[src/hdl/lpc_pkg.sv]
`timescale 1ns / 1ps
package lpc_pkg;

	// Point index and finite-point counter width; the counter saturates at its top value.
	localparam int INDEX_BITS = 16;
	localparam logic [INDEX_BITS-1:0] COUNT_MAX = '1;

	// Width of the reported curvature; larger sums clamp to all ones.
	localparam int CURV_BITS = 57;

	// Side information that travels down the pipeline next to the arithmetic.
	typedef struct packed {
		logic                  has_value;
		logic                  last;
		logic [INDEX_BITS-1:0] index;
	} ctrl_t;

	// Load enables handed from the top level to each axis datapath.
	typedef struct packed {
		logic shift;
		logic ld_s2;
		logic ld_s3;
		logic ld_s4;
	} stage_en_t;

endpackage

[src/hdl/lpc_axis.sv]
`timescale 1ns / 1ps
module lpc_axis #(
	parameter int HALF_WINDOW = 5,
	parameter int COORD_BITS  = 24
) (
	input  logic                                                      clk,
	input  lpc_pkg::stage_en_t                                        en,
	input  logic signed [COORD_BITS-1:0]                              coord,
	output logic [2*(COORD_BITS+$clog2(2*HALF_WINDOW))-1:0]           square_s4
);
	import lpc_pkg::*;

	localparam int WIN_LEN  = 2 * HALF_WINDOW + 1;
	localparam int MAG_BITS = COORD_BITS + $clog2(2 * HALF_WINDOW);
	localparam int SQ_BITS  = 2 * MAG_BITS;
	localparam logic signed [MAG_BITS-1:0] SCALE = MAG_BITS'(2 * HALF_WINDOW);

	logic signed [COORD_BITS-1:0] win_q [WIN_LEN];
	logic signed [MAG_BITS-1:0]   nsum;
	logic signed [MAG_BITS-1:0]   nsum_s2;
	logic signed [MAG_BITS-1:0]   cscl_s2;
	logic signed [MAG_BITS:0]     diff;
	logic        [MAG_BITS-1:0]   mag;
	logic        [MAG_BITS-1:0]   mag_s3;

	// Shift line of the most recent finite points; the centre sits in the middle tap.
	always_ff @(posedge clk) begin
		if (en.shift) begin
			for (int i = 0; i < WIN_LEN - 1; i++) begin
				win_q[i] <= win_q[i+1];
			end
			win_q[WIN_LEN-1] <= coord;
		end
	end

	always_comb begin
		nsum = '0;
		for (int i = 0; i < WIN_LEN; i++) begin
			if (i != HALF_WINDOW) begin
				nsum = nsum + MAG_BITS'(win_q[i]);
			end
		end
	end

	assign diff = (MAG_BITS+1)'(nsum_s2) - (MAG_BITS+1)'(cscl_s2);
	assign mag  = diff[MAG_BITS] ? MAG_BITS'(-diff) : MAG_BITS'(diff);

	always_ff @(posedge clk) begin
		if (en.ld_s2) begin
			nsum_s2 <= nsum;
			cscl_s2 <= MAG_BITS'(win_q[HALF_WINDOW]) * SCALE;
		end
		if (en.ld_s3) begin
			mag_s3 <= mag;
		end
		if (en.ld_s4) begin
			square_s4 <= SQ_BITS'(mag_s3) * SQ_BITS'(mag_s3);
		end
	end

endmodule

[config.mk]
export PLATFORM = sky130hd
export DESIGN_NAME = lpc_axis
export DESIGN_NICKNAME = d
export VERILOG_FILES = /design/src/hdl/lpc_pkg.sv /design/src/hdl/lpc_axis.sv
export SDC_FILE = /design/constraint.sdc
export NUM_CORES = 2
export LEC_CHECK = 0
export BUFFER_PORTS_ARGS = -buffer_cell sky130_fd_sc_hd__buf_2
export CAP_MARGIN = 30
export CORE_MARGIN = 2
export CORE_UTILIZATION = 60
export CTS_CLUSTER_SIZE = 24
export DETAILED_ROUTE_END_ITERATION = 7
export HOLD_SLACK_MARGIN = 0.12
export PLACE_DENSITY = 0.77
export SLEW_MARGIN = 20
export SYNTH_ARGS = -nofsm -noshare
export SYNTH_HDL_FRONTEND = slang
export SYNTH_SLANG_ARGS = --single-unit
[constraint.sdc]
create_clock -name clk -period 19.45 [get_ports clk]
set_clock_uncertainty 0.15 [all_clocks]
set_input_delay 4.8625 -clock clk [delete_from_list [all_inputs] [get_ports clk]]
set_output_delay 4.8625 -clock clk [all_outputs]
set_load 0.02 [all_outputs]
---- Word-level counts from Yosys, hierarchy flattened ----
Memories as Yosys holds them, arrays and structs flattened.
Index checks and enable logic that the tools add are counted.
W data, S select, Z words.
word-level totals
  flip-flop bits (word level) ............. 139
  RAM bits ................................ 264
  word-level logic and storage cells ...... 21
  memories ................................ 1
operators by class
  $add $sub $neg .......................... 11
  multiply operators ...................... 2
  mux-type cells .......................... 3
memories
  memory  words  width  read ports  clocked after Yosys merged registers in  write ports  RTL line        RTL
  win_q   11     24     11          0                                        11           lpc_axis.sv:18  logic signed [COORD_BITS-1:0] win_q [WIN_LEN];
operators with widths
  kind                     count
  $add A28 B24 Y28         5
  $mul A28 B28 Y56         1
  $sub A28 B28 Y29         1
  $add A27 B24 Y28         1
  $mux W28                 1
  $neg A28 Y28             1
  $add A26 B24 Y27         1
  $mul A24 B4 Y27 const B  1
  $add A25 B24 Y26         1
  $add A24 B24 Y25         1
  $mux W1                  2

---- Logic depth before layout (Yosys ltp) ----
An unclocked memory read counts as a cell.
  depth after elaboration ................. 10
  depth in mapped cells ................... 29
  mapped depth without buffers ............ 28

---- Worst setup path after synthesis ----
Ideal clock, no wire load.
  path kind ............................... register to register
  start point ............................. register mag_s3[2]
  end point ............................... register square_s4[52], data pin
  setup time .............................. 259 ps
  arrival time ............................ 7086 ps
  data required time ...................... 19041 ps
  setup slack ............................. 11955 ps
  cell stages (with the launch flop) ...... 30
  cell sequence ........................... edfxtp_1 > clkbuf_1 > clkbuf_1 > nand2_1 > fa_1 > inv_1 > fa_1 > inv_1 > fa_1 > inv_1 > fa_1 > inv_1 > fa_1 > inv_1 > fa_1 > inv_1 > fa_1 > inv_1 > ha_1 > a21oi_1 > a211oi_1 > a211o_1 > o211ai_1 > a31oi_1 > a21bo_2 > a31oi_1 > a21oi_1 > a311o_1 > a21oi_1 > xnor2_1
on the way
  word-level cells in the longest chain between the ends .. 1
ends and longest elaborated chain
  element                 RTL line        RTL
  from (decl)             lpc_axis.sv:24  logic [MAG_BITS-1:0] mag_s3;
  from (signal assigned)  lpc_axis.sv:54  mag_s3 <= mag;
  $mul A28 B28 Y56        lpc_axis.sv:57  square_s4 <= SQ_BITS'(mag_s3) * SQ_BITS'(mag_s3);
  to (signal assigned)    lpc_axis.sv:57
  to (decl)               lpc_axis.sv:9   output logic [2*(COORD_BITS+$clog2(2*HALF_WINDOW))-1:0] square_s4
No other way between the ends.
A chain may end at the register's enable or synchronous reset.

---- Worst setup path in the final report ----
  start point ............................. register mag_s3[11]
  end point ............................... register square_s4[52], data pin
The elaborated chain is that of the path after synthesis.

==> run summary <==
Global routing used 24.7% of the available tracks. The library cell used most frequently in the layout, excluding fill and tap cells, is inv_1. The category of the critical setup timing path is reg -> reg.

Summed over all layers, the global routing overflow is 0. The placement row count is 98. The number of flops mapped to enable cells by yosys came out at 402. The final HPWL from detailed placement came out at 68200 µm. The arrival time at the worst endpoint came out at 8.81 ns. The first-pass GRT wire length came out at 144000 µm. The total die area came out at 74100 µm².

The Yosys step of the flow raised 0 warnings. The TritonCTS buffer count is 46. The final layout contains 5047 nets.

The number of antenna diodes in the final layout is 0. Setup repair after global routing left no endpoint under its margin. The number of unique standard cell types used by synthesis is 70. The post-cts sizing count is 0. Summed over all instances, the cell type with the most area after synthesis is fa_1.

For the final routed database, the setup TNS stands at 0 ns. The final routed DRC violation total is 0. The first routing iteration left 1473 violations. Routability-driven placement finished with a final weighted congestion of 0.920. Yosys attributes the largest share of cell area to fa_1 37%, edfxtp_1 28%, ha_1 9.3%.

The slew at the pin closest to its max-slew limit came out at 0.926 ns. The final-layout fill cell count is 5380. The area overhead of the layout relative to synthesis came out at 7.32%. The worst hold path terminates at win_q[2][1]. The flow ran to the end, and the final reports show no timing, DRC or antenna violations. The startpoint of the tightest hold check path is win_q[3][1]. The met2 global-route usage came out at 41.5%. Entering global routing, the biggest net connects 118 pins. The remaining antenna violation count after routing came out at 0.

The cell depth of the worst hold path came out at 0. The register-to-register setup slack came out at 10.84 ns. The cell area after synthesis is 43200 µm².

The met1 track utilization from global routing came out at 32.4%. The number of setup violations in the final report is 0. The number of global-route vias before repair is 28700.

The worst register-to-register path begins at mag_s3[11]. In the synthesized netlist the dominant register cell turns out to be edfxtp_1. The sink count of the clock tree came out at 402. The number of buffer cells added on primary ports came out at 83.

The initial antenna violation count came to 0. The die height came out at 272 µm. The worst-case reg-to-reg path depth came out at 28. The final wirelength is 85900 µm.

The clock input transition at the sequential cells of the worst setup and hold paths came out at 0.06 ns. Counting every net in the synthesized netlist gives 4960. The routed length per instance came out at 17.6 µm. In the global route stage, met3 resource usage came out at 5.17%. The tree is rooted in a clkbuf_16. Measured along the x axis, the die boundary spans 272 µm.

The kind of path behind the tightest hold check is reg -> reg. The longest individual stage delay on the worst path came out at 0.75 ns. The time the final worst path needs with I/O delays and setup is 8.61 ns. The register bit total from synthesis came out at 402.

The area share of the leading cell type in the synthesized netlist came out at 37.0%. Dividing the final minimum period by the clock period gives 44.3%. Each instance of the synthesized netlist takes up on average 11.3 µm². The endpoint identified for the worst register-to-register timing path is square_s4[52]. The maximum clock frequency came out at 116 MHz. The later-pin clock latency in the skew report is 0.60 ns.

The portion of the post-synthesis area used by sequential elements came out at 28.0%. Data on the critical path is required at its endpoint by 19.65 ns. The count of maximum capacitance violations came out at 0. The share of cells above drive strength 1 came out at 5.36%. Of all nets on the critical path, the largest fanout is 14.

The number of setup buffers added after CTS is 0. The number of search-and-repair iterations in the first detailed-routing pass is 5. Summing all multi-input logic gate instances after layout gives 27000 µm².

The gate count after technology mapping is 3811. The region available for standard cell placement spans 71400 µm². The number of primary I/O pins came out at 85. The H-tree depth is 2. The final hold violation count is 0. The worst slew margin relative to its limit came out at 38.2%. In this run the most used layer during global routing was met2. The count of final max-slew check failures came out at 0. Leaving out fill and tap cells, the most frequent cells in the layout are 1023 x inv_1, 799 x fa_1, 402 x edfxtp_1, 321 x ha_1, 269 x nand2_1. The longest clock path from root to sink contains 3 buffers. STA classifies the critical path endpoint as a register. The via-per-instance ratio is 5.29. The initial core utilization is 60.5%. The proportion of register bits with asynchronous set or reset after synthesis came out at 0%.

TritonCTS built the clock tree. The area taken by flip-flops and latches is 12100 µm². The total of hold buffers inserted after clock tree synthesis is 0. On the critical path, the stage with the largest delay is an instance of edfxtp_1. The detailed router placed 25900 vias in this run. The type of origin of the critical path is a register.
==> area by class of cell <==
cell class | instances | area share, %
clock buffer | 54 | 2.55
clock inverter | 31 | 0.742
inverter | 1024 | 8.29
multi-input combinational | 2305 | 58.2
sequential | 402 | 26.0
tap | 950 | 2.56
timing repair buffer | 119 | 1.62
==> sequential cells by signal (all words and copies together) (netlist names) <==
register and count:
square_s4 55, win_q 264, mag_s3 28, nsum_s2 28, cscl_s2 27
==> layer usage <==
layer  wire length [µm]  part of all wire [%]  vias up
li1                   -                     -    11900
met1              35200                    41    13000
met2              42000                    49      756
met3               5860                   6.8      197
met4               2860                   3.3        0
met5                  0                     0        -
==> Yosys cell counts, drive strengths merged (4+ instances only) <==
master and n:
and2 165, clkbuf 76, nand4 11, xnor2 109, o31ai 8, a211oi 16, nor2b 12, o21ai 54
nand3 24, nand3b 7, o21a 19, o211ai 13, nand2 269, o21bai 15, buf 4, and3 16
xor2 46, a31o 5, a21o 57, or3 10, nor3 22, nand2b 11, edfxtp 402, ha 321
inv 1023, a21oi 119, a31oi 15, nor2 104, fa 799, or2 9
==> cells by family (layout without fill, tap and decap cells) <==
| family | count (synthesis) | in the layout | synth area share (%) |
|---|---|---|---|
| XOR/XNOR | 155 | 155 | 3.14 |
| buffers and inverters | 1104 | 1228 | 9.61 |
| multiplexers | 4 | 4 | 0.0956 |
| adder cells (fa/ha/maj) | 1120 | 1120 | 46.3 |
| AND/OR/NAND/NOR | 671 | 671 | 7.54 |
| flip-flops | 402 | 402 | 28.0 |
| AO/OA/AOI/OAI | 354 | 354 | 5.31 |
| other | 1 | 1 | 0.00868 |
==> worst max path at each step <==
stage | startpoint | endpoint
floorplan | mag_s3[2] | square_s4[52]
global placement | mag_s3[1] | square_s4[52]
detailed placement | mag_s3[12] | square_s4[50]
CTS | mag_s3[12] | square_s4[52]
global route | mag_s3[11] | square_s4[52]
finish | mag_s3[11] | square_s4[52]
==> per-stage QoR <==
step	utilization (%)	setup slack, ns	hold WS [ns]	area, µm²	instances
after floorplan	-	11.96	0.276	43200	3811
after global placement	62.7	11.01	0.284	44700	4796
after detailed placement	62.7	10.88	0.288	44800	4798
after CTS	64.9	10.83	0.302	46300	4883
after global routing	64.9	10.33	0.316	46300	4885
final	64.9	10.84	0.307	46300	4885
==> critical path: cells and delay by family, from the launching register on <==
family	cells	cell delay, ns
adders and majority gates	8	3.92
AOI/OAI and AO/OA	10	2.56
DFF	1	0.75
buffers and inverters	8	0.71
and+or+nand+nor	1	0.15
xor gates and xnor gates	1	0.08
Power is not shown: default switching activity piles up to over one toggle a cycle in this logic, so the estimate is an artifact.
